`config.mk`:
```
export PLATFORM = sky130hd
export DESIGN_NAME = mfm_core
export DESIGN_NICKNAME = d
export VERILOG_FILES = /design/src/design/mfm_pkg.sv /design/src/design/mfm_core.sv
export SDC_FILE = /design/constraint.sdc
export NUM_CORES = 1
export LEC_CHECK = 0
export ABC_AREA = 1
export BUFFER_PORTS_ARGS = -buffer_cell sky130_fd_sc_hd__buf_2
export CAP_MARGIN = 25
export CORE_ASPECT_RATIO = 1.2
export CORE_MARGIN = 1
export CORE_UTILIZATION = 29
export DETAILED_ROUTE_END_ITERATION = 7
export GPL_TIMING_DRIVEN = 1
export SYNTH_ARGS = -nofsm -noshare
export SYNTH_HDL_FRONTEND = slang
export SYNTH_SLANG_ARGS = --single-unit
```
`constraint.sdc`:
```
create_clock -name vclk -period 6.61
set_clock_uncertainty 0.15 [all_clocks]
set_input_delay 0.661 -clock vclk [all_inputs]
set_output_delay 0.661 -clock vclk [all_outputs]
set_load 0.01 [all_outputs]
```
`src/design/mfm_pkg.sv`:
```
// Shared types, widths and codes for the maze flood-map engine.
// Used by mfm_bank, mfm_core and maze_flood_map_engine; depends on nothing.
package mfm_pkg;

   localparam int COORD_W = 4;
   localparam int VAL_W = 9;
   localparam int LINK_W = 4;
   localparam int HEAD_W = 2;
   localparam int MODE_W = 3;
   localparam int CSR_W = 4;
   localparam int REQ_DATA_W = 24;
   localparam int RSP_DATA_W = 32;
   localparam int VAL_MAX = 511;

   localparam int MAZE_SIDE_DEF = 16;
   localparam int NO_NEIGHBOR_DEF = 255;

   typedef enum logic [MODE_W-1:0] {
      MODE_SET_WALL     = 3'd0,
      MODE_MARK_VISITED = 3'd1,
      MODE_FLOOD_UPDATE = 3'd2,
      MODE_CHOOSE_DIR   = 3'd3,
      MODE_SET_VALUE    = 3'd4
   } mode_type;

   typedef enum logic [HEAD_W-1:0] {
      DIR_NORTH = 2'd0,
      DIR_EAST  = 2'd1,
      DIR_SOUTH = 2'd2,
      DIR_WEST  = 2'd3
   } dir_type;

   typedef enum logic [0:0] {
      CSR_START_ROW = 1'b0,
      CSR_START_COL = 1'b1
   } csr_type;

   typedef struct packed {
      logic                visited;
      logic [LINK_W-1:0]   links;
      logic [VAL_W-1:0]    value;
   } cell_type;

   typedef struct packed {
      logic [MODE_W-1:0]   mode;
      logic [COORD_W-1:0]  row;
      logic [COORD_W-1:0]  col;
      logic [HEAD_W-1:0]   heading;
      logic                refill;
      logic [VAL_W-1:0]    new_value;
   } item_type;

   typedef struct packed {
      logic [HEAD_W-1:0]   chosen_heading;
      logic                value_changed;
      logic [3:0]          push_mask;
      logic [VAL_W-1:0]    cell_value;
      logic [VAL_W-1:0]    least_neighbor;
   } result_type;

   typedef struct packed {
      logic                en;
      cell_type            word;
   } write_type;

endpackage

```
`src/design/mfm_core.sv`:
```
// Operation logic for one request: wall, visited, flood update, direction choice, value set.
// Works on the addressed cell and its four neighbors; depends on mfm_pkg.
module mfm_core #(
   parameter int MAZE_SIDE = mfm_pkg::MAZE_SIDE_DEF,
   parameter int NO_NEIGHBOR_VALUE = mfm_pkg::NO_NEIGHBOR_DEF
) (
   input  mfm_pkg::item_type               item,
   input  mfm_pkg::cell_type               center,
   input  mfm_pkg::cell_type [3:0]         nb,
   input  logic [mfm_pkg::COORD_W-1:0]     start_row,
   input  logic [mfm_pkg::COORD_W-1:0]     start_col,
   output mfm_pkg::result_type             result,
   output mfm_pkg::write_type              wr
);

   localparam int CW = mfm_pkg::COORD_W;
   localparam int VW = mfm_pkg::VAL_W;
   localparam int NW = $clog2(NO_NEIGHBOR_VALUE + 1);
   localparam int LW = (NW > VW) ? NW : VW;
   localparam int EW = ($clog2(MAZE_SIDE + 1) > CW + 1) ? $clog2(MAZE_SIDE + 1) : CW + 1;
   localparam logic [EW-1:0] SIDE = EW'(MAZE_SIDE);
   localparam logic [EW-1:0] HALF = EW'(MAZE_SIDE / 2);
   localparam logic [LW:0] SAT = (LW + 1)'(mfm_pkg::VAL_MAX);

   logic [EW-1:0]          row_e;
   logic [EW-1:0]          col_e;
   logic                   in_maze;
   logic [3:0]             exists;
   logic [3:0]             link_out;
   logic [3:0]             open;
   logic [3:0]             qual;
   logic [3:0]             qual_unv;
   logic [mfm_pkg::LINK_W-1:0] new_links;
   logic [LW-1:0]          cand [4];
   logic [LW-1:0]          min_a;
   logic [LW-1:0]          min_b;
   logic [LW-1:0]          least;
   logic [LW:0]            least_p1;
   logic [VW-1:0]          least_sat;
   logic [VW-1:0]          flood_sat;
   logic                   prot;
   logic                   fits;
   logic                   flood_do;
   logic [1:0]             chosen;
   mfm_pkg::cell_type      new_center;

   always_comb begin
      row_e = EW'(item.row);
      col_e = EW'(item.col);
      in_maze = (row_e < SIDE) && (col_e < SIDE);
      exists[mfm_pkg::DIR_NORTH] = (row_e != '0);
      exists[mfm_pkg::DIR_EAST] = ((col_e + EW'(1)) < SIDE);
      exists[mfm_pkg::DIR_SOUTH] = ((row_e + EW'(1)) < SIDE);
      exists[mfm_pkg::DIR_WEST] = (col_e != '0);

      new_links = center.links;
      if (item.mode == mfm_pkg::MODE_SET_WALL) begin
         new_links[item.heading] = 1'b0;
      end

      for (int d = 0; d < 4; d++) begin
         link_out[d] = new_links[d] && exists[d];
         open[d] = link_out[d] && nb[d].links[(d + 2) % 4];
         cand[d] = open[d] ? LW'(nb[d].value) : LW'(NO_NEIGHBOR_VALUE);
      end
      min_a = (cand[0] < cand[1]) ? cand[0] : cand[1];
      min_b = (cand[2] < cand[3]) ? cand[2] : cand[3];
      least = (min_a < min_b) ? min_a : min_b;

      least_p1 = (LW + 1)'(least) + (LW + 1)'(1);
      least_sat = ((LW + 1)'(least) > SAT) ? VW'(mfm_pkg::VAL_MAX) : VW'(least);
      flood_sat = (least_p1 > SAT) ? VW'(mfm_pkg::VAL_MAX) : VW'(least_p1);
      fits = (least_p1 == (LW + 1)'(center.value));

      if (item.refill) begin
         prot = (item.row == start_row) && (item.col == start_col);
      end else begin
         prot = ((row_e == HALF) || (row_e + EW'(1) == HALF)) &&
                ((col_e == HALF) || (col_e + EW'(1) == HALF));
      end
      flood_do = (item.mode == mfm_pkg::MODE_FLOOD_UPDATE) && !prot && !fits;

      for (int d = 0; d < 4; d++) begin
         qual[d] = link_out[d] && (LW'(nb[d].value) == least);
         qual_unv[d] = qual[d] && !nb[d].visited;
      end
      if (qual[item.heading]) begin
         chosen = item.heading;
      end else if (qual_unv[0]) begin
         chosen = mfm_pkg::DIR_NORTH;
      end else if (qual_unv[1]) begin
         chosen = mfm_pkg::DIR_EAST;
      end else if (qual_unv[2]) begin
         chosen = mfm_pkg::DIR_SOUTH;
      end else if (qual_unv[3]) begin
         chosen = mfm_pkg::DIR_WEST;
      end else if (qual[0]) begin
         chosen = mfm_pkg::DIR_NORTH;
      end else if (qual[1]) begin
         chosen = mfm_pkg::DIR_EAST;
      end else if (qual[2]) begin
         chosen = mfm_pkg::DIR_SOUTH;
      end else begin
         chosen = mfm_pkg::DIR_WEST;
      end

      new_center = center;
      wr.en = 1'b0;
      case (item.mode)
         mfm_pkg::MODE_SET_WALL: begin
            new_center.links = new_links;
            wr.en = in_maze;
         end
         mfm_pkg::MODE_MARK_VISITED: begin
            new_center.visited = 1'b1;
            wr.en = in_maze;
         end
         mfm_pkg::MODE_FLOOD_UPDATE: begin
            if (flood_do) begin
               new_center.value = flood_sat;
            end
            wr.en = in_maze && flood_do;
         end
         mfm_pkg::MODE_SET_VALUE: begin
            new_center.value = item.new_value;
            wr.en = in_maze;
         end
         default: begin
            wr.en = 1'b0;
         end
      endcase
      wr.word = new_center;

      result = '0;
      if (in_maze) begin
         result.chosen_heading = (item.mode == mfm_pkg::MODE_CHOOSE_DIR) ? chosen : 2'd0;
         result.value_changed = flood_do;
         result.push_mask = flood_do ?
            {open[mfm_pkg::DIR_SOUTH], open[mfm_pkg::DIR_NORTH],
             open[mfm_pkg::DIR_EAST], open[mfm_pkg::DIR_WEST]} : 4'd0;
         result.cell_value = new_center.value;
         result.least_neighbor = least_sat;
      end
   end

endmodule

```
==> results.txt <==
----------------------------------------------------
[Floorplan]
  Die X-Extent ... 101 um
  Initial standard-cell utilization of the core ... 0.297
  Placeable core region ... 11500 sq um
  Boundary pin count ... 141
  Area of the die ... 12200 sq um
  Number of standard-cell rows in the floorplan ... 43
  Height of the die ... 121 um

[Placed design]
  Final weighted congestion in routability-driven placement ... 0.854
  Port buffer count ... 129
  Worst setup slack before clock tree synthesis ... 30.4 ps
  DP HPWL ... 10.4 mm
  Number of placed instances, taps included ... 951

[Logic synthesis]
  Post-synthesis instance total ... 636
  Average cell area after synthesis ... 5.37 sq um
  Portion of synthesized cell area occupied by the leading cell type ... 0.219
  Syn. warnings ... 0
  Post-synthesis net count ... 761
  Top cell types by occurrence after synthesis ... 199 x sky130_fd_sc_hd__nand2_1, 97 x sky130_fd_sc_hd__inv_1, 64 x sky130_fd_sc_hd__nand3_1, 54 x sky130_fd_sc_hd__nor2_1, 24 x sky130_fd_sc_hd__ha_1
  Largest cells by area after synthesis ... sky130_fd_sc_hd__nand2_1 22%, sky130_fd_sc_hd__inv_1 11%, sky130_fd_sc_hd__nand3_1 9.4%, sky130_fd_sc_hd__ha_1 8.8%, sky130_fd_sc_hd__nor2_1 5.9%
  Leading cell type by number of instances after synthesis ... sky130_fd_sc_hd__nand2_1
  Number of library cell types mapped by synthesis ... 41
  Area of the mapped netlist ... 3420 sq um
  Cell accounting for the most synthesized area ... sky130_fd_sc_hd__nand2_1
  Proportion of synthesized chip area in sequential cells ... 0

[Timing]
  Post-route worst setup slack ... 265 ps
  Part of the cycle the worst path needs ... 0.960
  Final-report setup violation count ... 0
  Final min period ... 6350 ps
  Slew at the pin with the worst max-slew slack ... 639 ps
  Hold_ws ... 1440 ps
  Top achievable clock speed ... 0.158 GHz
  Max-Slew Margin vs Limit ... 0.574
  Number of max-slew violations in the final report ... 0
  Final hold viol count ... 0

[Cells and area]
  Number of nets in the finished design ... 945
  Share of final-layout standard cells stronger than drive strength 1 ... 0.389
  Count of placed standard cells in the final layout, fillers left out ... 976
  Layout Utilization ... 0.426
  CLK BUF ... 0
  Flip-flop and latch count ... 0
  Register cell area after layout ... 0 sq um
  Area delta synth->final ... 43.6%

[Route]
  Router iterations before antenna repair ... 4
  Detail-routed via count per cell ... 4.59
  Wirelength per Cell ... 12.7 um
  Number of antenna-violating nets in the routed design ... 0
  DRC violation total after the first TritonRoute iteration ... 121
  Detailed-route DRC error count ... 0
  Routed via count ... 4478
  Final WL ... 12.4 mm

[Setup path]
  Maximum fanout along the worst path ... 10
  Required time of the critical path ... 5800 ps
  Worst Setup Start Kind ... primary input
  Slowest stage cell on the critical path ... sky130_fd_sc_hd__o221a_4
  CP Capture Type ... output pin
  Worst path max stage delay ... 330 ps
  Critical Path AT ... 5530 ps
  Critical path type ... in -> out

[Pwr]
  Cell area power density ... 295 nW/um^2
  Maximum vdd drop ... 0.210 mV
  Power after layout ... 0.00145 W
  Total leakage power ... 2.79 nW

[GRT]
  Total gr overflow ... 0
  Largest net degree at the start of global routing ... 12
  First-pass GRT wire length ... 18.0 mm
  Antenna violations before repair ... 0
  Number of global-route vias before repair ... 3747
  Global-route total usage across every layer ... 0.186

[Run]
  Max Cap Viol ... 0

[Worst hold path]
  Min-delay worst type ... in -> out

[Status]
  Status ... completed

----------------------------------------------------
## area by class of cell
| class | instances | area [sq um] |
|---|---|---|
| fill | 1356 | 6610 |
| inverter | 104 | 398 |
| tap | 157 | 196 |
| antenna | 1 | 2.50 |
| timing repair buffer | 197 | 1180 |
| multi-input combinational | 517 | 3130 |
## cell usage in the layout (no fill, tap or decap), types with 12 or more instances in the layout
cell                      instances
sky130_fd_sc_hd__a21oi_1         17
sky130_fd_sc_hd__buf_2          129
sky130_fd_sc_hd__buf_4           64
sky130_fd_sc_hd__ha_1            20
sky130_fd_sc_hd__inv_1           95
sky130_fd_sc_hd__nand2_1        192
sky130_fd_sc_hd__nand2_2         24
sky130_fd_sc_hd__nand2_4         13
sky130_fd_sc_hd__nand3_1         60
sky130_fd_sc_hd__nand3_2         13
sky130_fd_sc_hd__nand4_1         12
sky130_fd_sc_hd__nor2_1          44
sky130_fd_sc_hd__nor2_2          16
sky130_fd_sc_hd__o21ai_0         15
## critical path: cells and delay by family
family	cells	cell delay, ps
compound gates	7	1210
xor+xnor	1	150
fa+ha+maj	3	760
buf+inv	7	920
simple gates	19	1830
## final timing paths
kind                        from    endpoint  slack (ps)  cells after the start
worst max-delay path    item[20]  result[11]         260                     37
worst min-delay path  center[13]      wr[13]        1440                      4
## cells by family after synthesis
group                    after synthesis  synth area share
AND/OR/NAND/NOR                      411             0.603
adder cells (fa/ha/maj)               24            0.0879
buffers and inverters                120             0.153
XOR/XNOR                              17            0.0436
AO/OA/AOI/OAI                         64             0.113
## power breakdown
part	leakage (nW)	internal [W]	switching (W)
Sequential	0	0	0
Combinational	2.79	0.000604	0.000845
Clock	0.00000634	0.0000000000203	0
Total	2.79	0.000604	0.000845
## per-stage QoR
| stage | TNS [ps] | area [sq um] |
|---|---|---|
| 5_1_grt | -518 | 4900 |
| 2_1_floorplan | 0 | 3420 |
| 3_3_place_gp | 0 | 4470 |
| 6_report | 0 | 4910 |
| 3_5_place_dp | 0 | 4470 |
| 4_1_cts | 0 | 4470 |
## metal layers
metal	global-route usage	wire [um]	up-vias
met5	0	0	-
met3	0.00518	351	14
met4	0.0217	208	0
met1	0.235	5420	1976
met2	0.353	6380	100
li1	-	-	2388
## what timing repair did
action / in CTS / in global routing
hold buffers: 0 / 0
endpoints found under the hold margin: 0 / 0
resized for setup: 1 / 64
endpoints found under the setup margin: 1 / 26
gates cloned: 0 / 1
buffers inserted: 0 / 24
pin swaps: 1 / 27
(Power assumes the default switching activity.)
